**config.mk**
```make
export PLATFORM = sky130hd
export DESIGN_NAME = tsp_cfg
export DESIGN_NICKNAME = d
export VERILOG_FILES = /design/src/tsp_pkg.sv /design/src/tsp_cfg.sv
export SDC_FILE = /design/constraint.sdc
export NUM_CORES = 1
export LEC_CHECK = 0
export BUFFER_PORTS_ARGS = -buffer_cell sky130_fd_sc_hd__clkbuf_2
export CAP_MARGIN = 5
export CORE_MARGIN = 1
export CORE_UTILIZATION = 30
export CTS_BUF_LIST = sky130_fd_sc_hd__clkbuf_8
export DETAILED_ROUTE_END_ITERATION = 12
export PLACE_DENSITY = 0.85
export SETUP_SLACK_MARGIN = 0.2
export SLEW_MARGIN = 20
export SYNTH_ARGS = -nofsm -noshare
export SYNTH_HDL_FRONTEND = slang
export SYNTH_SLANG_ARGS = --single-unit
```
**constraint.sdc**
```tcl
create_clock -name clk -period 2.3 [get_ports clk]
set_input_delay 0.575 -clock clk [delete_from_list [all_inputs] [get_ports clk]]
set_output_delay 0.575 -clock clk [all_outputs]
set_load 0.01 [all_outputs]
```
**src/tsp_pkg.sv**
```systemverilog
// Shared constants, request codes and the result type of the travelling-salesman search block.
package tsp_pkg;

  // Default sizing of the search engine and the cost store.
  localparam int MAX_CITIES_DEF = 16;
  localparam int COST_WIDTH_DEF = 16;

  // Fixed widths of the channel fields and the configuration register.
  localparam int CITY_W   = 4;
  localparam int COST_IN_W = 16;
  localparam int BEST_W   = 20;
  localparam int CCOUNT_W = 5;

  // Configuration port geometry.
  localparam int APB_AW = 3;
  localparam int APB_DW = 32;

  // Register index codes, taken from the word address bit of paddr.
  localparam logic REG_CITY_COUNT = 1'b0;

  // Reset value of the city count register.
  localparam logic [CCOUNT_W-1:0] CITY_COUNT_RST = 5'd16;

  // Request codes of an input item.
  localparam logic REQ_LOAD = 1'b0;
  localparam logic REQ_RUN  = 1'b1;

  // Result of one search run.
  typedef struct packed {
    logic [BEST_W-1:0] best_cost;
    logic              no_tour;
  } tsp_res_t;

endpackage

```
**src/tsp_cfg.sv**
```systemverilog
// APB-style register file holding the city count.
module tsp_cfg (
  input  logic                          clk,
  input  logic                          rst_n,
  input  logic                          psel,
  input  logic                          penable,
  input  logic                          pwrite,
  input  logic [tsp_pkg::APB_AW-1:0]    paddr,
  input  logic [tsp_pkg::APB_DW-1:0]    pwdata,
  output logic [tsp_pkg::APB_DW-1:0]    prdata,
  output logic                          pready,
  output logic [tsp_pkg::CCOUNT_W-1:0]  city_count
);
  import tsp_pkg::*;

  logic [CCOUNT_W-1:0] city_count_r;
  logic [CCOUNT_W-1:0] city_count_nxt;
  logic                wr_en;

  // A write lands in the access phase; other word addresses are ignored.
  assign pready = 1'b1;
  assign wr_en  = psel && penable && pwrite && pready && (paddr[2] == REG_CITY_COUNT);

  always_comb begin
    city_count_nxt = city_count_r;
    if (wr_en) begin
      city_count_nxt = pwdata[CCOUNT_W-1:0];
    end
  end

  always_ff @(posedge clk) begin
    if (!rst_n) begin
      city_count_r <= CITY_COUNT_RST;
    end else begin
      city_count_r <= city_count_nxt;
    end
  end

  // Read back the register, zero for unmapped addresses.
  always_comb begin
    prdata = '0;
    if (paddr[2] == REG_CITY_COUNT) begin
      prdata = APB_DW'(city_count_r);
    end
  end

  assign city_count = city_count_r;

endmodule

```
==> reports/metrics.cfg <==
[layout]
diodes = 0
drive_gt1_share_pct = 35.9
area_growth_pct = 7.83
nets = 119
nFillCells = 159
largest_reg_flops = 5

[floorplan]
core_area_um2 = 1510
die_h_um = 42.0
initial_core_util_pct = 31.8
dieArea_um2 = 1760
rows = 14
io_pins = 78
die_x_um = 42.0

[yosys]
synth-xor-area-share_pct = 0
synth_cell_types = 10
synth_mux_area_share_pct = 10.4
ys_ff_latch = 5
yosys-top-cells-count = buf_4, nand2_1, and2b_2, dfxtp_1, mux2i_1
seq_area_frac_synth_pct = 20.9
synthAdderAreaFrac_pct = 0
async_flop_share_pct = 0
synth_top_family_by_area = buffers and inverters
syn_avg_cell_area_um2 = 8.26
yosys.area_share.simple_pct = 20.1
syn-cell-area_um2 = 479
synth_edf_count = 0
synth-compound-area-share_pct = 0
yosysTopAreaCell = buf_4
yosysMostFrequentCell = buf_4
synth-main-ff-cell = dfxtp_1
synth_cells = 58
ys_top_cells_by_area = buf_4, dfxtp_1, mux2i_1
synth_top_area_share_pct = 43.9
yosys_warnings = 0

[power]
p_seq_share_pct = 31.2
clock_power_share_pct = 52.8
p_switching_uw = 72.2
cellLeakagePower_uw = 0.000305
peakVddDrop_v = 0.000175
sw_frac_of_total_pct = 24.9
p_comb_share_pct = 16.0
p_per_area_nw_per_um2 = 560
cell_internal_pwr_uw = 217

[routing]
drt-vias-per-instance = 3.53
drcViolationCount = 0
drtPass1Iterations = 4
drt_iter0_drc = 3
vias = 332
wl_per_cell_um = 7.38
detail-route-antenna-nets = 0
wl_um = 694

[clock_network]
cts_buffer_depth = 2
clk_pin_slew_ps = 40
postCtsHoldBufs = 0
cts.repair.resized = 0
clock_latency_ps = 210
postCtsSetupRepairBufs = 0
cts_tree = yes
clockRootBuffer = clkbuf_8
numCtsBuffers = 3
cts.sinks = 5
h-tree-depth = 1

[global_routing]
antenna_found_initial = 0
grt_max_degree = 11
grt_usage_pct = 9.19
grt-ovfl-total = 0
grt_pass1_wl_um = 1190
grt_pass1_vias = 293

[place]
place_ws_ps = 674
gp_congestion = 0.673
portBuffers = 20
dpl.hpwl_um = 609

[sta]
layout_setup_ws_ps = 687
timing.setup.tns_ps = 0
finClkSkew_ps = 0
report.final.slew_viol_count = 0
setup_viol = 0
period_minus_slack_ps = 1610
final_hold_viol_count = 0
period_share_pct = 70.1
rsz0062_at_grt = no
fmax_mhz = 620

[critical_path]
cp-end-kind = output pin
cp_slowest_stage_delay_ps = 220
crit_chain = clkbuf_2, and2b_2, clkbuf_2
cp_max_fo = 6
path_buf_inv = 2
slowest_stage = and2b_2
cp_top_family = buffers and inverters
path_class = in2out
cp.required_ps = 1730
cp_common_cell = clkbuf_2
worstPathArrival_ps = 1040
start_kind = primary input

[worst_hold_path]
hold_path_class = reg2reg

[outcome]
status = finished, final reports clean

[job]
maxCapViolCount = 0

## per-layer routing
metal	GRT usage (%)	part of all wire (%)	vias to the layer above
li1	-	-	161
met1	8.80	34	151
met2	16.9	58	18
met3	2.61	6.8	2
met4	5.81	1.6	0
met5	0	0	-
## layout by cell type (no fill, tap or decap)
master	synthesis	final
clkbuf_2	0	20
dfxtp_1	5	5
clkbuf_8	0	3
and4b_1	1	1
mux2i_1	5	5
inv_1	0	1
and2b_2	5	5
nand2_1	8	8
nor2b_1	2	2
conb_1	2	28
## worst paths after layout
check                 from             to  slack [ps]  cells after the start
max               paddr[2]      prdata[0]         690                      3
max reg2reg  city_count[4]  city_count[4]        1690                      2
min          city_count[2]  city_count[2]         470                      2
min reg2reg  city_count[2]  city_count[2]         470                      2
## stage by stage
stage                     util (%)  std cells  power, uW  hold slack [ps]  area (um^2)
final                         34.3         94        290              471          517
after global routing          34.3         94        310              486          517
after CTS                     34.3         94        292              475          517
after detailed placement      31.3         90        138              468          472
after global placement        31.3         90        137              453          472
after floorplan                  -         84        160              487          577
## power by group through the flow
| stage | Sequential (uW) | Combinational, uW | Clock (uW) |
|---|---|---|---|
| after floorplan | 92.5 | 67.6 | 0 |
| after global placement | 91.6 | 45.0 | 0 |
| after detailed placement | 91.7 | 46.0 | 0 |
| after CTS | 90.5 | 46.1 | 155 |
| after global routing | 90.6 | 52.1 | 167 |
| final | 90.5 | 46.2 | 153 |
## tightest hold or removal path: cells and delay by family, from the launching register on
family | cells | cell delay, ps
simple gates | 1 | 60
flops | 1 | 310
mux | 1 | 50
## area by class of cell
class                           instances  area [um^2]  area share, %
Clock buffer                            3         41.3           7.99
Clock inverter                          1         3.75          0.726
Multi-Input combinational cell         49          251           48.7
Sequential cell                         5          100           19.4
Tap cell                               16         20.0           3.87
Timing Repair Buffer                   20          100           19.4
## cells by family after synthesis
logic type | after synthesis
buffers and inverters | 30
DFF | 5
muxes | 5
other | 2
and+or+nand+nor | 16
Note: power is estimated with default switching activity, not from simulation.
