**config.mk**
```make
export PLATFORM = sky130hd
export DESIGN_NAME = tsp_cost_mem
export DESIGN_NICKNAME = d
export VERILOG_FILES = /design/src/tsp_pkg.sv /design/src/tsp_cost_mem.sv
export SDC_FILE = /design/constraint.sdc
export NUM_CORES = 2
export LEC_CHECK = 0
export BUFFER_PORTS_ARGS = -buffer_cell sky130_fd_sc_hd__buf_2
export CAP_MARGIN = 0
export CORE_UTILIZATION = 60
export CTS_CLUSTER_SIZE = 40
export DETAILED_ROUTE_END_ITERATION = 8
export PLACE_DENSITY = 0.76
export SKIP_LAST_GASP = 1
export SLEW_MARGIN = 25
export SYNTH_ARGS = -nofsm -noshare
export SYNTH_HDL_FRONTEND = slang
export SYNTH_SLANG_ARGS = --single-unit
```
**constraint.sdc**
```tcl
create_clock -name clk -period 2.7 [get_ports clk]
set_input_delay 0 -clock clk [delete_from_list [all_inputs] [get_ports clk]]
set_output_delay 0 -clock clk [all_outputs]
set_load 0.05 [all_outputs]
```
**src/tsp_pkg.sv**
```systemverilog
// Shared constants, request codes and the result type of the travelling-salesman search block.
package tsp_pkg;

  // Default sizing of the search engine and the cost store.
  localparam int MAX_CITIES_DEF = 16;
  localparam int COST_WIDTH_DEF = 16;

  // Fixed widths of the channel fields and the configuration register.
  localparam int CITY_W   = 4;
  localparam int COST_IN_W = 16;
  localparam int BEST_W   = 20;
  localparam int CCOUNT_W = 5;

  // Configuration port geometry.
  localparam int APB_AW = 3;
  localparam int APB_DW = 32;

  // Register index codes, taken from the word address bit of paddr.
  localparam logic REG_CITY_COUNT = 1'b0;

  // Reset value of the city count register.
  localparam logic [CCOUNT_W-1:0] CITY_COUNT_RST = 5'd16;

  // Request codes of an input item.
  localparam logic REQ_LOAD = 1'b0;
  localparam logic REQ_RUN  = 1'b1;

  // Result of one search run.
  typedef struct packed {
    logic [BEST_W-1:0] best_cost;
    logic              no_tour;
  } tsp_res_t;

endpackage

```
**src/tsp_cost_mem.sv**
```systemverilog
// Cost matrix store: one write port for loads and one registered read port for the search.
module tsp_cost_mem #(
  parameter int MAX_CITIES = tsp_pkg::MAX_CITIES_DEF,
  parameter int COST_WIDTH = tsp_pkg::COST_WIDTH_DEF
) (
  input  logic                          clk,
  input  logic                          wr_en,
  input  logic [$clog2(MAX_CITIES)-1:0] wr_row,
  input  logic [$clog2(MAX_CITIES)-1:0] wr_col,
  input  logic [COST_WIDTH-1:0]         wr_data,
  input  logic                          rd_en,
  input  logic [$clog2(MAX_CITIES)-1:0] rd_row,
  input  logic [$clog2(MAX_CITIES)-1:0] rd_col,
  output logic [COST_WIDTH-1:0]         rd_data
);
  import tsp_pkg::*;

  logic [COST_WIDTH-1:0] cost_ram [MAX_CITIES][MAX_CITIES];
  logic [COST_WIDTH-1:0] rd_data_r;

  // Write port.
  always_ff @(posedge clk) begin
    if (wr_en) begin
      cost_ram[wr_row][wr_col] <= wr_data;
    end
  end

  // Registered read port; data is valid the cycle after the request.
  always_ff @(posedge clk) begin
    if (rd_en) begin
      rd_data_r <= cost_ram[rd_row][rd_col];
    end
  end

  assign rd_data = rd_data_r;

endmodule

```
==> run_results.csv <==
group,metric,value,unit
outcome,outcome,"complete, but fails checks",
outcome,violations,"setup timing",
routing,vias,84600,
global_route,grt_antenna_before_repair,31,
sta,rsz0062_at_grt,"true",
place,dp_cells,11500,
routing,drc,0,
floorplanning,die_area,267000,um^2
global_route,grt_max_degree,129,
worst_setup_path,path_cells,"mux4_2 -> nor2b_1 -> a211oi_1 -> a311oi_1 -> buf_4 -> a211oi_1 -> nor4_2 -> buf_12 -> o31a_1",
floorplanning,die_y,517,um
routing,detail_route.first_pass.iterations,6,
sta,skew,0.0472,ns
clock_tree,htree_levels,5,
floorplanning,core-area,263000,um^2
sta,fin_crit_sh,107,%
pwr,power_density,725,nW/um^2
clock_tree,clock-sinks,4112,
sta,min_period,2.89,ns
worst_setup_path,critical_path.max_stage_delay,0.69,ns
pwr,vdd_ir_drop_max,552,uV
sta,fmax,0.346,GHz
yosys,synthFlopType,"edfxtp_1",
yosys,avgSynthCellArea,21.5,um^2
routing,vias_per_cell,6.88,
yosys,netlist_instances,7394,
clock_tree,cts_tree,"done",
floorplanning,ioPinCount,51,
worst_setup_path,crit_slowest_cell,"a211oi_1",
worst_setup_path,crit_path_frequent_cell,"a211oi_1",
sta,slew_viol_final,0,
yosys,synth_top_area_share,77.6,%
place,place_area,170000,um^2
cells_and_area,fin_area,183000,um^2
clock_tree,numCtsBuffers,394,
global_route,grt_pass1_vias,84400,
place,gp_congestion,0.944,
yosys,async_reset_ff_share,0,%
floorplanning,die_w,517,um
worst_setup_path,crit_required,3.37,ns
cells_and_area,syn_to_final_growth,15.2,%
clock_tree,cts-root-buf,"clkbuf_16",
clock_tree,clkLatencyLatePin,0.94,ns
worst_setup_path,crit_fanout,1,
cells_and_area,drive_gt1_share,29.0,%
yosys,ys_ff_latch,4112,
clock_tree,clkTransAtPathRegs,0.07,ns
yosys,synth.largest_area_cell,"edfxtp_1",
cells_and_area,nets,8449,
cells_and_area,final_common_cell,"edfxtp_1",
routing,dr.first_iter.drc_count,14700,
global_route,track_usage,32.6,%
worst_setup_path,worstSetupPathType,"flop to flop",
worst_setup_path,arrival,3.56,ns
place,port_buffers,50,
floorplanning,num_rows,188,
pwr,p_leak,59.7,nW
sta,tightest_slew,1.06,ns
sta,finalHoldViolCount,0,
cells_and_area,final_cell_mix,"edfxtp_1 (4112), buf_4 (872), mux4_2 (851)",
clock_tree,cts_max_path_buffers,4,
pwr,power,133,mW
sta,relSlewSlack,29.2,%
sta,finalWorstSetupSlack,-0.188,ns
routing,antenna_left,0,
routing,drt-total-wl,434,mm
routing,routedWlPerCell,35.3,um
yosys,yosys_warnings,0,
worst_setup_path,cp-end-kind,"flop",
yosys,syn_nets,7429,
worst_setup_path,start_kind,"flop",
yosys,ys_types,63,
place,dp_hpwl,260,mm
cells_and_area,post-route-util,69.7,%
sta,setup_viol,4,
sta,final.setup.tns,-0.255,ns
cells_and_area,finalNonFillerCells,12300,
yosys,netlist_area,159000,um^2
yosys,ys_top_cells_by_area,"edfxtp_1 (78%), mux4_2 (12%), mux2i_1 (3.1%)",
yosys,ys_seq_area_share,77.6,%
global_route,overflow,0,
run,max_cap_viol_count,0,
global_route,grt_pass1_wl,612,mm
yosys,synth_edf_count,4112,
min_path,hold_path_class,"input port to flop",
floorplanning,start_util,60.5,%
==> worst max-delay path, delay by kind of cell, from the launching register on <==
kind | cells | cell delay, ns
mux | 1 | 0.48
compound gates | 4 | 1.09
buf+inv | 2 | 0.34
flops | 1 | 0.43
simple gates | 2 | 0.27
==> power by group <==
part           total [mW]  internal, mW  leakage (nW)  switching (mW)
clock                54.9          31.2          6.18            23.7
combinational        7.63          2.83          16.5            4.80
sequential           70.5          70.4          37.0           0.104
==> per-stage QoR <==
step           setup slack (ns)  hold slack (ns)
2_1_floorplan             0.266           0.0989
3_3_place_gp              -1.05            0.324
3_5_place_dp             -0.864            0.327
6_report                 -0.188           0.0679
4_1_cts                  -0.204           0.0344
5_1_grt                  -0.241           0.0815
==> per-layer routing <==
| metal | track usage, % | wire length, um | up-vias |
|---|---|---|---|
| met5 | 0 | 97 | - |
| met4 | 15.5 | 23600 | 14 |
| met3 | 7.45 | 57200 | 1076 |
| met2 | 50.5 | 203000 | 6630 |
| met1 | 44.6 | 149000 | 43600 |
| li1 | - | - | 33300 |
==> synthesized netlist by cell type, types with 10 or more instances <==
| cell type | instances |
|---|---|
| mux2i_1 | 496 |
| nor4_1 | 38 |
| clkbuf_1 | 163 |
| o22a_1 | 23 |
| buf_2 | 83 |
| buf_6 | 63 |
| buf_8 | 25 |
| o22ai_1 | 175 |
| mux4_2 | 851 |
| nand2_1 | 132 |
| a211oi_1 | 32 |
| a31oi_1 | 10 |
| buf_1 | 49 |
| o221ai_1 | 119 |
| and3_1 | 15 |
| a21oi_1 | 111 |
| nor2_1 | 348 |
| mux2_2 | 32 |
| a221oi_1 | 25 |
| a22oi_1 | 52 |
| o21ai_0 | 52 |
| buf_4 | 46 |
| edfxtp_1 | 4112 |
| a22o_1 | 29 |
| nand3_1 | 40 |
| nor2b_1 | 17 |
| nor3_1 | 137 |
==> area by class of cell <==
class	instances	area, um^2
inverters	3	21.3
diodes	34	85.1
well taps	3515	4400
repair buffers	1060	9490
flip-flops and latches	4112	123000
fillers	14900	79800
clock buffers	469	10400
clock inverters	252	2350
multi-input cells	2843	33200
==> what timing repair did <==
action,CTS,global route
pin swaps,0,1
gates resized for setup,8,18
gates cloned,0,0
endpoints found under the setup margin,8,10
buffers inserted,0,0
hold buffers,29,0
hold endpoints to repair,3891,0
==> cells by family (layout without fill, tap and decap cells) <==
group | count (synthesis) | in the layout | share of synthesized area (%)
flip-flops | 4112 | 4112 | 77.6
multiplexers | 1388 | 1388 | 15.5
AND/OR/NAND/NOR | 792 | 792 | 2.27
AO/OA/AOI/OAI | 663 | 663 | 2.90
buffers and inverters | 439 | 1784 | 1.74
other | 0 | 34 | 0
==> worst paths after layout <==
check / from / endpoint / slack, ns / cells past startpoint
setup reg to reg: cost_ram[0][49] / rd_data[1] / -0.19 / 9
hold reg to reg: cost_ram[8][91] / rd_data[11] / 1.13 / 6
hold / removal: wr_data[2] / cost_ram[15][98] / 0.07 / 2
setup / recovery: cost_ram[0][49] / rd_data[1] / -0.19 / 9
==> state kept, by name, indices dropped and copies added (netlist names) <==
register  cells
cost_ram   4096
rd_data      16
(Power assumes the default switching activity.)
