<file path="config.mk">
export PLATFORM = sky130hd
export DESIGN_NAME = tsp_search
export DESIGN_NICKNAME = d
export VERILOG_FILES = /design/src/tsp_pkg.sv /design/src/tsp_search.sv
export SDC_FILE = /design/constraint.sdc
export NUM_CORES = 1
export LEC_CHECK = 0
export BUFFER_PORTS_ARGS = -buffer_cell sky130_fd_sc_hd__buf_2
export CAP_MARGIN = 10
export CELL_PAD_IN_SITES_DETAIL_PLACEMENT = 0
export CELL_PAD_IN_SITES_GLOBAL_PLACEMENT = 1
export CORE_MARGIN = 5
export CORE_UTILIZATION = 50
export DETAILED_ROUTE_END_ITERATION = 10
export PLACE_DENSITY = 0.85
export RECOVER_POWER = 25
export SYNTH_ARGS = -nofsm -noshare
export SYNTH_HDL_FRONTEND = slang
export SYNTH_SLANG_ARGS = --single-unit
</file>
<file path="constraint.sdc">
create_clock -name clk -period 22.3 [get_ports clk]
set_input_delay 2.23 -clock clk [delete_from_list [all_inputs] [get_ports clk]]
set_output_delay 2.23 -clock clk [all_outputs]
set_load 0.1 [all_outputs]
</file>
<file path="src/tsp_pkg.sv">
// Shared constants, request codes and the result type of the travelling-salesman search block.
package tsp_pkg;

  // Default sizing of the search engine and the cost store.
  localparam int MAX_CITIES_DEF = 16;
  localparam int COST_WIDTH_DEF = 16;

  // Fixed widths of the channel fields and the configuration register.
  localparam int CITY_W   = 4;
  localparam int COST_IN_W = 16;
  localparam int BEST_W   = 20;
  localparam int CCOUNT_W = 5;

  // Configuration port geometry.
  localparam int APB_AW = 3;
  localparam int APB_DW = 32;

  // Register index codes, taken from the word address bit of paddr.
  localparam logic REG_CITY_COUNT = 1'b0;

  // Reset value of the city count register.
  localparam logic [CCOUNT_W-1:0] CITY_COUNT_RST = 5'd16;

  // Request codes of an input item.
  localparam logic REQ_LOAD = 1'b0;
  localparam logic REQ_RUN  = 1'b1;

  // Result of one search run.
  typedef struct packed {
    logic [BEST_W-1:0] best_cost;
    logic              no_tour;
  } tsp_res_t;

endpackage

</file>
<file path="src/tsp_search.sv">
// Depth-first backtracking sequencer with one shared adder for the tour search.
module tsp_search #(
  parameter int MAX_CITIES = tsp_pkg::MAX_CITIES_DEF,
  parameter int COST_WIDTH = tsp_pkg::COST_WIDTH_DEF
) (
  input  logic                          clk,
  input  logic                          rst_n,
  input  logic                          start,
  input  logic [tsp_pkg::CCOUNT_W-1:0]  city_count,
  output logic                          idle,
  output logic                          rd_en,
  output logic [$clog2(MAX_CITIES)-1:0] rd_row,
  output logic [$clog2(MAX_CITIES)-1:0] rd_col,
  input  logic [COST_WIDTH-1:0]         rd_data,
  output logic                          res_valid,
  input  logic                          res_take,
  output tsp_pkg::tsp_res_t             res
);
  import tsp_pkg::*;

  localparam int IW = $clog2(MAX_CITIES);
  localparam int CW = $clog2(MAX_CITIES + 1);
  localparam int SW = COST_WIDTH + $clog2(MAX_CITIES);
  localparam int BW = SW + 1;

  typedef enum logic [4:0] {
    ST_IDLE  = 5'b00001,
    ST_SCAN  = 5'b00010,
    ST_EVAL  = 5'b00100,
    ST_CLOSE = 5'b01000,
    ST_DONE  = 5'b10000
  } state_t;

  state_t                state_r, state_nxt;
  logic [IW-1:0]         depth_r, depth_nxt;
  logic [CW-1:0]         n_r, n_nxt;
  logic [BW-1:0]         best_r, best_nxt;
  logic [SW-1:0]         hold_r, hold_nxt;
  logic [IW-1:0]         city_r, city_nxt;
  logic                  no_tour_r, no_tour_nxt;
  logic [MAX_CITIES-1:0] visited_r, visited_nxt;

  // Per-level stacks: candidate pointer, city on the path and cost up to that city.
  logic [CW-1:0] cand_r [MAX_CITIES];
  logic [IW-1:0] path_r [MAX_CITIES];
  logic [SW-1:0] cost_r [MAX_CITIES];

  logic          cand_we;
  logic [IW-1:0] cand_idx;
  logic [CW-1:0] cand_val;
  logic          push_we;
  logic [IW-1:0] push_idx;
  logic [IW-1:0] push_city;
  logic [SW-1:0] push_cost;

  logic [IW-1:0] top_idx;
  logic [CW-1:0] cur_cand;
  logic [IW-1:0] cand_city;
  logic [IW-1:0] prev_city;
  logic [SW-1:0] base_cost;
  logic [SW-1:0] add_a;
  logic [SW-1:0] sum;
  logic          last_level;
  logic [CW-1:0] n_sat;

  // Views of the top of the stack.
  assign top_idx   = depth_r - 1'b1;
  assign cur_cand  = cand_r[depth_r];
  assign cand_city = cur_cand[IW-1:0];
  assign prev_city = path_r[top_idx];
  assign base_cost = cost_r[top_idx];

  // The shared adder: extends a partial path, or closes a tour back to city zero.
  assign add_a      = (state_r == ST_CLOSE) ? hold_r : base_cost;
  assign sum        = add_a + SW'(rd_data);
  assign last_level = (CW'(depth_r) == (n_r - 1'b1));

  // City counts beyond the supported maximum are clamped.
  always_comb begin
    if (int'(city_count) > MAX_CITIES) begin
      n_sat = CW'(MAX_CITIES);
    end else begin
      n_sat = CW'(city_count);
    end
  end

  // Sequencer.
  always_comb begin
    state_nxt   = state_r;
    depth_nxt   = depth_r;
    n_nxt       = n_r;
    best_nxt    = best_r;
    hold_nxt    = hold_r;
    city_nxt    = city_r;
    no_tour_nxt = no_tour_r;
    visited_nxt = visited_r;
    cand_we     = 1'b0;
    cand_idx    = depth_r;
    cand_val    = cur_cand + 1'b1;
    push_we     = 1'b0;
    push_idx    = depth_r;
    push_city   = city_r;
    push_cost   = sum;
    rd_en       = 1'b0;
    rd_row      = prev_city;
    rd_col      = cand_city;

    case (state_r)
      ST_IDLE: begin
        if (start) begin
          n_nxt       = n_sat;
          best_nxt    = '1;
          visited_nxt = '0;
          if (n_sat < CW'(2)) begin
            no_tour_nxt = 1'b1;
            state_nxt   = ST_DONE;
          end else begin
            // City zero sits at level zero; level one starts at city one.
            no_tour_nxt = 1'b0;
            depth_nxt   = IW'(1);
            cand_we     = 1'b1;
            cand_idx    = IW'(1);
            cand_val    = CW'(1);
            push_we     = 1'b1;
            push_idx    = '0;
            push_city   = '0;
            push_cost   = '0;
            state_nxt   = ST_SCAN;
          end
        end
      end

      ST_SCAN: begin
        if (cur_cand >= n_r) begin
          // Candidates exhausted at this level: backtrack or finish.
          if (depth_r == IW'(1)) begin
            state_nxt = ST_DONE;
          end else begin
            visited_nxt[prev_city] = 1'b0;
            depth_nxt              = top_idx;
          end
        end else if (visited_r[cand_city]) begin
          cand_we = 1'b1;
        end else begin
          // Fetch the edge from the city on top to the candidate.
          cand_we   = 1'b1;
          rd_en     = 1'b1;
          city_nxt  = cand_city;
          state_nxt = ST_EVAL;
        end
      end

      ST_EVAL: begin
        if (last_level) begin
          // Every city placed: fetch the edge that returns to city zero.
          hold_nxt  = sum;
          rd_en     = 1'b1;
          rd_row    = city_r;
          rd_col    = '0;
          state_nxt = ST_CLOSE;
        end else if (BW'(sum) >= best_r) begin
          // This branch cannot beat the best tour found so far.
          state_nxt = ST_SCAN;
        end else begin
          push_we              = 1'b1;
          visited_nxt[city_r]  = 1'b1;
          cand_we              = 1'b1;
          cand_idx             = depth_r + 1'b1;
          cand_val             = CW'(1);
          depth_nxt            = depth_r + 1'b1;
          state_nxt            = ST_SCAN;
        end
      end

      ST_CLOSE: begin
        if (BW'(sum) < best_r) begin
          best_nxt = BW'(sum);
        end
        state_nxt = ST_SCAN;
      end

      ST_DONE: begin
        if (res_take) begin
          state_nxt = ST_IDLE;
        end
      end

      default: begin
        state_nxt = ST_IDLE;
      end
    endcase
  end

  // Control registers.
  always_ff @(posedge clk) begin
    if (!rst_n) begin
      state_r   <= ST_IDLE;
      depth_r   <= '0;
      visited_r <= '0;
      no_tour_r <= 1'b0;
      best_r    <= '1;
    end else begin
      state_r   <= state_nxt;
      depth_r   <= depth_nxt;
      visited_r <= visited_nxt;
      no_tour_r <= no_tour_nxt;
      best_r    <= best_nxt;
    end
  end

  // Working registers and level stacks.
  always_ff @(posedge clk) begin
    n_r    <= n_nxt;
    hold_r <= hold_nxt;
    city_r <= city_nxt;
    if (cand_we) begin
      cand_r[cand_idx] <= cand_val;
    end
    if (push_we) begin
      path_r[push_idx] <= push_city;
      cost_r[push_idx] <= push_cost;
    end
  end

  assign idle          = (state_r == ST_IDLE);
  assign res_valid     = (state_r == ST_DONE);
  assign res.no_tour   = no_tour_r;
  assign res.best_cost = no_tour_r ? '0 : BEST_W'(best_r);

endmodule

</file>
==> qor.yml, run 1 <==
row_count: 79
placedInstanceArea_um2: 24500
dpl.cell_count: 2060
wl_met3_mm: 5.23
pre_cts_slack_ns: 12.68
clock-sinks: 544
min_path_type: "register to register"
first_pass_iters: 5
totalPowerFinal_mw: 3.70
slew_headroom_pct: -77.0
drt-met1-wl_mm: 22.1
powerDensity_nw_per_um2: 142
synthCells: 1427
numCtsBuffers: 53
synth_edf_count: 493
remaining_drc_errors: 0
io_pins: 57
synthArstFlopShare_pct: 0
synth_top_cell_by_area: "edfxtp_1"
die_area_um2: 51300
h-tree-depth: 2
grt_max_degree: 58
n_antenna_cell: 0
violations: "max-capacitance violations, max-slew violations"
clock.fmax_mhz: 72.2
timing.setup.tns_ns: 0
synth_seq_cells: 544
cap_viol_max_count: 5
nNetsFinal: 1581
vias: 13200
n_fill_cell: 3480
clk_pin_slew_ns: 0.06
seqCellArea_um2: 15800
ys_top_cells_by_area: "edfxtp_1, mux4_2, dfxtp_1"
fin_skew_ns: 0.0266
grt_usage_pct: 22.1
clkLatencyLatePin_ns: 0.60
dpl.hpwl_mm: 33.5
synth_fp_nets: 1499
layout-drive-gt1-share_pct: 20.0
final_area_um2: 26100
ir_drop_mv: 0.0957
start_kind: "register"
grt_pass1_wl_mm: 84.8
worst_pin_slew_ns: 2.65
routed-wl-met2_mm: 27.0
ant_nets: 0
cts_tree: "built"
avgSynthCellArea_um2: 16.4
cts_resized: 0
routedWlPerCell_um: 25.9
ys_types: 68
gp_congestion: 0.912
hold_violations: 0
synth_ff_type: "edfxtp_1"
rsz0062_at_grt: "false"
power.leakage_nw: 8.86
top_layer: "met5"
holdWs_ns: 0.494
endpoint_kind: "register"
finalNonFillerCells: 2160
synth_area_um2: 23500
finalCritPeriodShare_pct: 62.1
cts_setup_buffers: 0
setup_slack_ns: 8.44
drtIter0Drc: 1371
io_buffers: 56
critPathMaxFanout: 57
clockBufferDepth: 3
slew_violations: 218
arrival_ns: 14.13
multi_input_area_um2: 7200
required_ns: 22.57
coreArea_um2: 46500
grt_pass1_vias: 13400
netlist.area_leader.share_pct: 63.1
area_growth_pct: 11.5
cts_hold_buffers: 0
worstSetupPathType: "register to register"
cts_root_buf: "clkbuf_16"
viasPerCell: 6.13
grt_antenna_before_repair: 1
status: "complete, but fails checks"
yosysWarnings: 0
period_needed_ns: 13.86
initial_utilization_pct: 50.5
die_w_um: 227
final_core_util_pct: 56.3
grt.overflow.total: 0
wirelength_mm: 55.9
die_h_um: 227
setup_violations: 0
ys_seq_area_share_pct: 67.5
==> where the power goes <==
group / switching [mW] / total [mW] / internal (mW)
Clock: 0.390 / 0.874 / 0.484
Sequential: 0.0308 / 1.50 / 1.47
Combinational: 0.931 / 1.33 / 0.398
Total: 1.35 / 3.70 / 2.35
==> cells by family (layout without fill, tap and decap cells) <==
group                    count (synthesis)  after routing  synth area share [%]
multiplexers                           174            174                  15.0
XOR/XNOR                                27             27                  1.04
buffers and inverters                  111            237                  2.23
AO/OA/AOI/OAI                          165            165                  4.46
flip-flops                             544            544                  67.5
adder cells (fa/ha/maj)                 47             47                  2.54
AND/OR/NAND/NOR                        359            359                  7.24
==> synth_stat cells, types with 7 or more instances <==
cell,n
edfxtp_1,493
mux4_2,133
nor2_1,104
nand2_1,99
dfxtp_1,51
o21ai_0,50
ha_1,46
inv_1,44
a21oi_1,39
clkbuf_1,37
nor3_1,35
mux2i_1,26
nand3_1,25
nor2b_1,21
and2_1,19
xnor2_1,13
xor2_1,13
nand2b_1,12
buf_2,10
a21o_1,9
o211a_1,9
buf_6,8
mux2_2,7
nand4_1,7
nor4_1,7
==> area by class of cell <==
cell class	instances	area share [%]
clock inverters	35	1.14
well taps	607	2.90
flip-flops and latches	544	60.5
clock buffers	64	5.31
repair buffers	94	1.95
inverters	44	0.632
multi-input cells	772	27.5
==> final timing paths <==
kind,startpoint,slack [ns],cells past startpoint,end
min,best_r[20],0.49,2,best_r[20]
min reg2reg,best_r[20],0.49,2,best_r[20]
max reg2reg,depth_r[0],8.44,23,cost_r[10][13]
max,depth_r[0],8.44,23,cost_r[10][13]
==> sequential cells by signal, summed over array words and instances (netlist names), 4 cells and up, named ones only <==
| name | count |
|---|---|
| state_r | 5 |
| best_r | 21 |
| cost_r | 320 |
| visited_r | 16 |
| hold_r | 20 |
| path_r | 64 |
| depth_r | 4 |
| city_r | 4 |
| n_r | 5 |
| cand_r | 80 |
==> cell usage in the layout (no fill, tap or decap), drive strengths merged, types with 12 or more instances in the layout <==
cell / count
nor2b: 21
xor2: 13
buf: 58
nor3: 36
nand2b: 12
nand3: 25
edfxtp: 493
o21ai: 56
inv: 51
mux2i: 26
xnor2: 14
ha: 46
mux4: 139
and2: 19
nand2: 99
clkbuf: 100
dfxtp: 51
nor2: 104
a21oi: 40
clkinv: 20
==> per-layer routing <==
| layer | global-route usage [%] | vias to the layer above |
|---|---|---|
| li1 | - | 5783 |
| met1 | 30.4 | 6704 |
| met2 | 35.7 | 645 |
| met3 | 4.71 | 102 |
| met4 | 7.01 | 2 |
| met5 | 0 | - |
==> critical path, stage by stage (launching register included) <==
cell and delay [ns]:
dfxtp_1 2.11, inv_1 0.52, ha_1 2.29, clkbuf_1 1.95
mux4_2 0.49, mux4_2 0.52, nand2_1 0.10, nand2_1 0.06
ha_1 0.37, and4_1 0.25, and3_1 0.19, nand4_1 0.14
a311oi_1 0.47, o2111ai_1 0.18, xnor2_1 0.36, ha_1 0.32
nand4b_1 0.18, nor3_1 0.08, o2bb2ai_1 0.13, a211oi_2 0.66
and3_1 0.49, nand2_1 0.25, nor3_2 0.91, buf_4 0.45
No activity file was read; power rests on OpenSTA's default activity.
==> run 2: changes to the inputs <==
- ABC_AREA: default -> 1
- PLACE_DENSITY: 0.85 -> 0.89
- clock period: 22.3 -> 14 ns (I/O delays scaled with it)
==> qor.yml, run 2 <==
coreArea_um2: 47900  # +3.2%
viasPerCell: 5.86  # -4.3%
endpoint_kind: "primary output"
clk_pin_slew_ns: 0.07  # about the same
synth_top_family_by_area: "simple AND/OR/NAND/NOR gates"
die_w_um: 230  # +1.7%
row_count: 80  # +1.3%
cap_viol_max_count: 5  # unchanged
synthCells: 2229  # +56%
routedWlPerCell_um: 21.2  # -18%
start_kind: "register"
holdWs_ns: 0.470  # -0.0234 ns
initial_utilization_pct: 50.7  # +0.19 points
finalCritPeriodShare_pct: 76.7
rrSetupSlack_ns: 3.46  # -4.98 ns
wirelength_mm: 61.5  # +10%
drtIter0Drc: 1958  # +43%
ant_nets: 0  # unchanged
first_pass_iters: 6  # +1
path_cells: "inv_6 -> clkbuf_1 -> nor2_1 -> o211ai_1 -> nor2_1 -> nand2_1 -> nor2_1 -> inv_1 -> o21ai_0 -> clkbuf_1"
rr_worst_depth: 30  # +30%
ys_seq_area_share_pct: 65.1  # -2.3 points
cp_top_family: "buffers and inverters"
io_pins: 57  # unchanged
violations: "max-capacitance violations, max-slew violations"
synth_top_cell_by_area: "edfxtp_1"
area_growth_pct: 10.0
h-tree-depth: 2  # unchanged
worstReg2RegEnd: "path_r[7][3]"
yosysWarnings: 0  # unchanged
slowest_delay_ns: 1.85  # -0.44 ns
clkLatencyLatePin_ns: 0.62  # +0.02 ns
clock-sinks: 544  # unchanged
synth_fp_nets: 2301  # +54%
synth-simple-area-share_pct: 14.7  # +7.5 points
clock.fmax_mhz: 93.1
critPathMaxFanout: 134  # +140%
n_antenna_cell: 0  # unchanged
ys_types: 55  # -19%
rsz0062_at_grt: "false"
vias: 17000  # +29%
synth_ff_type: "edfxtp_1"
die_area_um2: 53100  # +3.4%
layout_common_cells: "edfxtp_1, nand2_1, nor2_1"
synth_compound_area_share_pct: 12.2  # +7.7 points
arrival_ns: 9.34  # -4.79 ns
grt_usage_pct: 22.7  # +0.63 points
worstReg2RegStart: "depth_r[0]"
top_register: "cost_r"
fin_skew_ns: 0.0409  # +0.0143 ns
avgSynthCellArea_um2: 10.9  # -34%
cts_setup_buffers: 0  # unchanged
cts_resized: 0  # unchanged
synth_common_cells: "edfxtp_1, nand2_1, nor2_1"
min_path_type: "register to register"
grt.overflow.total: 0  # unchanged
synthMuxAreaShare_pct: 0  # -15 points
status: "complete, but fails checks"
final_area_um2: 26700  # +2.2%
setup_violations: 0  # unchanged
cp_slowest_cell: "nor2_1"
remaining_drc_errors: 0  # unchanged
critPathMostFrequentCell: "nor2_1"
period_needed_ns: 10.74
min_to: "best_r[19]"
worst_pin_slew_ns: 3.13  # +0.477 ns
critical_path.n_buffers_inverters: 4  # +1
min-delay-start: "best_r[19]"
slew_headroom_pct: -109  # -32 points
placedInstanceArea_um2: 25100  # +2.2%
cts_root_buf: "clkbuf_16"
hold_violations: 0  # unchanged
cts_tree: "built"
slew_violations: 200  # -8.3%
dpl.hpwl_mm: 38.0  # +13%
synth_seq_cells: 544  # unchanged
die_h_um: 230  # +1.7%
nNetsFinal: 2316  # +46%
netlist.area_leader.share_pct: 60.9  # -2.2 points
synth_area_um2: 24300  # +3.6%
synth_edf_count: 493  # unchanged
gp_congestion: 0.883  # -3.1%
worstSetupPathType: "register to primary output"
grt_max_degree: 135  # +130%
numCtsBuffers: 53  # unchanged
ys_top_cells_by_area: "edfxtp_1, nand2_1, a21oi_1"
whs_path_depth: 2  # unchanged
grt_antenna_before_repair: 1  # unchanged
grt_pass1_vias: 16600  # +24%
final_common_cell: "edfxtp_1"
layout-drive-gt1-share_pct: 7.87  # -12 points
grt_pass1_wl_mm: 95.5  # +13%
synthMostInstantiatedCell: "edfxtp_1"
timing.setup.tns_ns: 0  # unchanged
synthAdderAreaFrac_pct: 2.45  # -0.088 points
clockBufferDepth: 3  # unchanged
largest_register_ff_count: 320  # unchanged
final_core_util_pct: 55.7  # -0.53 points
io_buffers: 56  # unchanged
required_ns: 12.60  # -9.97 ns
synthArstFlopShare_pct: 0  # unchanged
synth_xor_area_share_pct: 0.948  # -0.093 points
cts_hold_buffers: 0  # unchanged
top_regs: "cost_r (320), cand_r (80), path_r (64)"
## run 2: per-layer routing
metal	wire length (um)	GRT usage (%)
met5	13	0
met4	2380	8.48
met3	4060	3.31
met2	29900	37.8
met1	25200	30.6
## run 2: layout make-up
cell class | count | area, um2
Clock buffer | 68 | 1380
Sequential cell | 544 | 15800
Inverter | 145 | 551
Fill cell | 3938 | 21200
Multi-Input combinational cell | 1422 | 7460
Clock inverter | 31 | 364
Timing Repair Buffer | 78 | 380
Tap cell | 615 | 769
## run 2: worst max-delay path by stage
stage	from	end	slack [ns]	cells after the start
3_5_place_dp	depth_r[0]	cost_r[7][10]	5.15	29
5_1_grt	depth_r[0]	rd_row[2]	2.51	10
6_report	depth_r[0]	rd_row[0]	3.26	10
3_3_place_gp	depth_r[0]	cost_r[5][10]	5.35	29
2_1_floorplan	depth_r[0]	cost_r[4][0]	5.23	39
4_1_cts	depth_r[0]	path_r[7][3]	5.09	31
## run 2: kinds of logic (layout without fill, tap and decap cells)
family / after synthesis / after routing
AND/OR/NAND/NOR: 854 / 854
XOR/XNOR: 22 / 22
AO/OA/AOI/OAI: 499 / 499
adder cells (fa/ha/maj): 47 / 47
buffers and inverters: 263 / 322
flip-flops: 544 / 544
## run 2: worst register-to-register path: cells and delay by family, from the launching register on
family                   cells  cell delay (ns)
AO/OA/AOI/OAI                8             1.87
adder cells (fa/ha/maj)      2             0.48
buffers and inverters        5             3.60
flip-flops                   1             0.94
AND/OR/NAND/NOR             15             3.22
## run 2: metrics by stage
step / std cells / setup WS [ns]
floorplan: 2229 / 5.23
global placement: 2801 / 5.35
detailed placement: 2801 / 5.15
CTS: 2900 / 5.09
global route: 2903 / 2.51
finish: 2903 / 3.26
Power of run 2 is not shown: default switching activity piles up to over one toggle a cycle in this logic, so the estimate is an artifact.
==> run 3: changes to the inputs <==
- ABC_AREA: 1 -> 0
- PLACE_DENSITY: 0.89 -> 0.85
- clock period: 14 -> 10.61 ns (I/O delays scaled with it)
==> qor.yml, run 3 (same netlist as run 1, synthesis figures left out) <==
setup_violations: 0  # unchanged
grt_pass1_vias: 13400  # -19%
cts_hold_buffers: 0  # unchanged
clk_pin_slew_ns: 0.07  # about the same
status: "complete, but fails checks"
die_h_um: 227  # -1.7%
io_buffers: 56  # unchanged
hold_violations: 0  # unchanged
cap_viol_max_count: 1  # -4
layout_common_cells: "edfxtp_1, mux4_2, nand2_1"
area_growth_pct: 11.6
grt_pass1_wl_mm: 83.9  # -12%
final_core_util_pct: 56.3  # +0.58 points
die_area_um2: 51300  # -3.3%
cp_slowest_cell: "ha_4"
required_ns: 10.89  # -1.71 ns
critPathMaxFanout: 62  # -54%
coreArea_um2: 46500  # -3.1%
pre_cts_slack_ns: 1.51  # -3.64 ns
first_pass_iters: 5  # -1
cts_tree: "built"
worstSetupPathType: "register to register"
cts_setup_buffers: 0  # unchanged
endpoint_kind: "register"
die_w_um: 227  # -1.7%
numCtsBuffers: 53  # unchanged
fin_skew_ns: 0.0240  # -0.0169 ns
grt_usage_pct: 21.8  # -0.93 points
largest_register_ff_count: 320  # unchanged
top_register: "cost_r"
top_regs: "cost_r (320), cand_r (80), path_r (64)"
grt.overflow.total: 0  # unchanged
clock.fmax_mhz: 108
cts_resized: 0  # unchanged
slowest_delay_ns: 0.94  # -0.91 ns
setup_slack_ns: 1.35  # -1.91 ns
vias: 13300  # -22%
nNetsFinal: 1580  # -32%
violations: "max-capacitance violations, max-slew violations"
drtIter0Drc: 1602  # -18%
finalNonFillerCells: 2158  # -26%
start_kind: "register"
remaining_drc_errors: 0  # unchanged
h-tree-depth: 2  # unchanged
grt_antenna_before_repair: 0  # -1
rsz0062_at_grt: "false"
routedWlPerCell_um: 25.6  # +21%
power.leakage_nw: 8.85
path_cells: "inv_1 -> ha_4 -> mux4_2 -> mux4_2 -> nand2_1 -> nand2_1 -> ha_1 -> o21ai_0 -> o21ai_0 -> nand4_1 -> a311oi_1 -> o2111ai_1 -> xnor2_1 -> ha_1 -> nand4b_1 -> nor3_1 -> o2bb2ai_1 -> a211oi_2 -> buf_4 -> and3_1 -> nand3_1 -> nor2_2 -> buf_4"
ir_drop_mv: 0.206
finalCritPeriodShare_pct: 87.3
wirelength_mm: 55.2  # -10%
initial_utilization_pct: 50.5  # -0.19 points
dpl.hpwl_mm: 33.7  # -11%
row_count: 79  # -1.3%
clock-sinks: 544  # unchanged
grt_max_degree: 74  # -45%
dpl.cell_count: 2058  # -27%
worst_pin_slew_ns: 2.95  # -0.176 ns
totalPowerFinal_mw: 7.78
clockBufferDepth: 3  # unchanged
timing.setup.tns_ns: 0  # unchanged
slew_violations: 30  # -85%
period_needed_ns: 9.26
gp_congestion: 0.864  # -2.2%
cts_root_buf: "clkbuf_16"
arrival_ns: 9.54  # +0.20 ns
clkLatencyLatePin_ns: 0.60  # -0.02 ns
viasPerCell: 6.17  # +5.3%
final_common_cell: "edfxtp_1"
layout-drive-gt1-share_pct: 19.0  # +11 points
powerDensity_nw_per_um2: 297
io_pins: 57  # unchanged
ant_nets: 0  # unchanged
n_antenna_cell: 0  # unchanged
slew_headroom_pct: -97.5  # +11 points
min_path_type: "register to register"
run 3: cell count changes in the layout (fill, tap and decap cells not counted), moves of 28 or more:
cell and change:
nand2_1 -322, a21oi_1 -170, nor2_1 -146, mux4_2 +133, nand3_1 -106, inv_1 -85
o21ai_0 -43, a221oi_1 -35, a22oi_1 -32, o21ai_1 -30, o211ai_1 -28
run 3: area by class of cell:
class                      count  area (um2)
fill                        3526       20300
sequential                   544       15800
multi-input combinational    772        7210
clock buffer                  67        1400
tap                          607         759
timing repair buffer          93         515
clock inverter                31         289
inverter                      44         165
run 3: per-stage QoR:
stage	cell area (um2)	hold WS, ns
2_1_floorplan	23500	0.430
3_3_place_gp	24500	0.457
3_5_place_dp	24500	0.459
4_1_cts	26200	0.475
5_1_grt	26200	0.495
6_report	26200	0.476
run 3: worst paths after layout:
path                            startpoint        endpoint  slack (ns)  cells past startpoint
worst min register to register  best_r[20]      best_r[20]        0.48                      2
worst max register to register  depth_r[0]  cost_r[13][18]        1.35                     23
worst max-delay path            depth_r[0]  cost_r[13][18]        1.35                     23
worst min-delay path            best_r[20]      best_r[20]        0.48                      2
run 3: layer usage:
layer / vias up / global-route usage [%] / share of wire, %
met2: 601 / 35.3 / 49
met5: - / 0 / 0
li1: 5770 / - / -
met3: 91 / 4.00 / 7.8
met4: 0 / 5.67 / 2.3
met1: 6853 / 31.0 / 41
run 3: power breakdown:
group          total, mW  internal [mW]  leakage (nW)  switching, mW
Combinational       2.78          0.817          3.15           1.96
Sequential          3.15           3.09          4.89         0.0657
Clock               1.85           1.06         0.810          0.790
Total               7.78           4.96          8.85           2.82
run 3: worst max-delay path, delay by kind of cell, from the launching register on:
| kind | cells | cell delay, ns |
|---|---|---|
| muxes | 2 | 0.97 |
| and+or+nand+nor | 8 | 2.20 |
| adders and majority gates | 3 | 1.65 |
| AOI/OAI and AO/OA | 6 | 1.70 |
| xor gates and xnor gates | 1 | 0.58 |
| buffers and inverters | 3 | 0.92 |
| DFF | 1 | 0.82 |
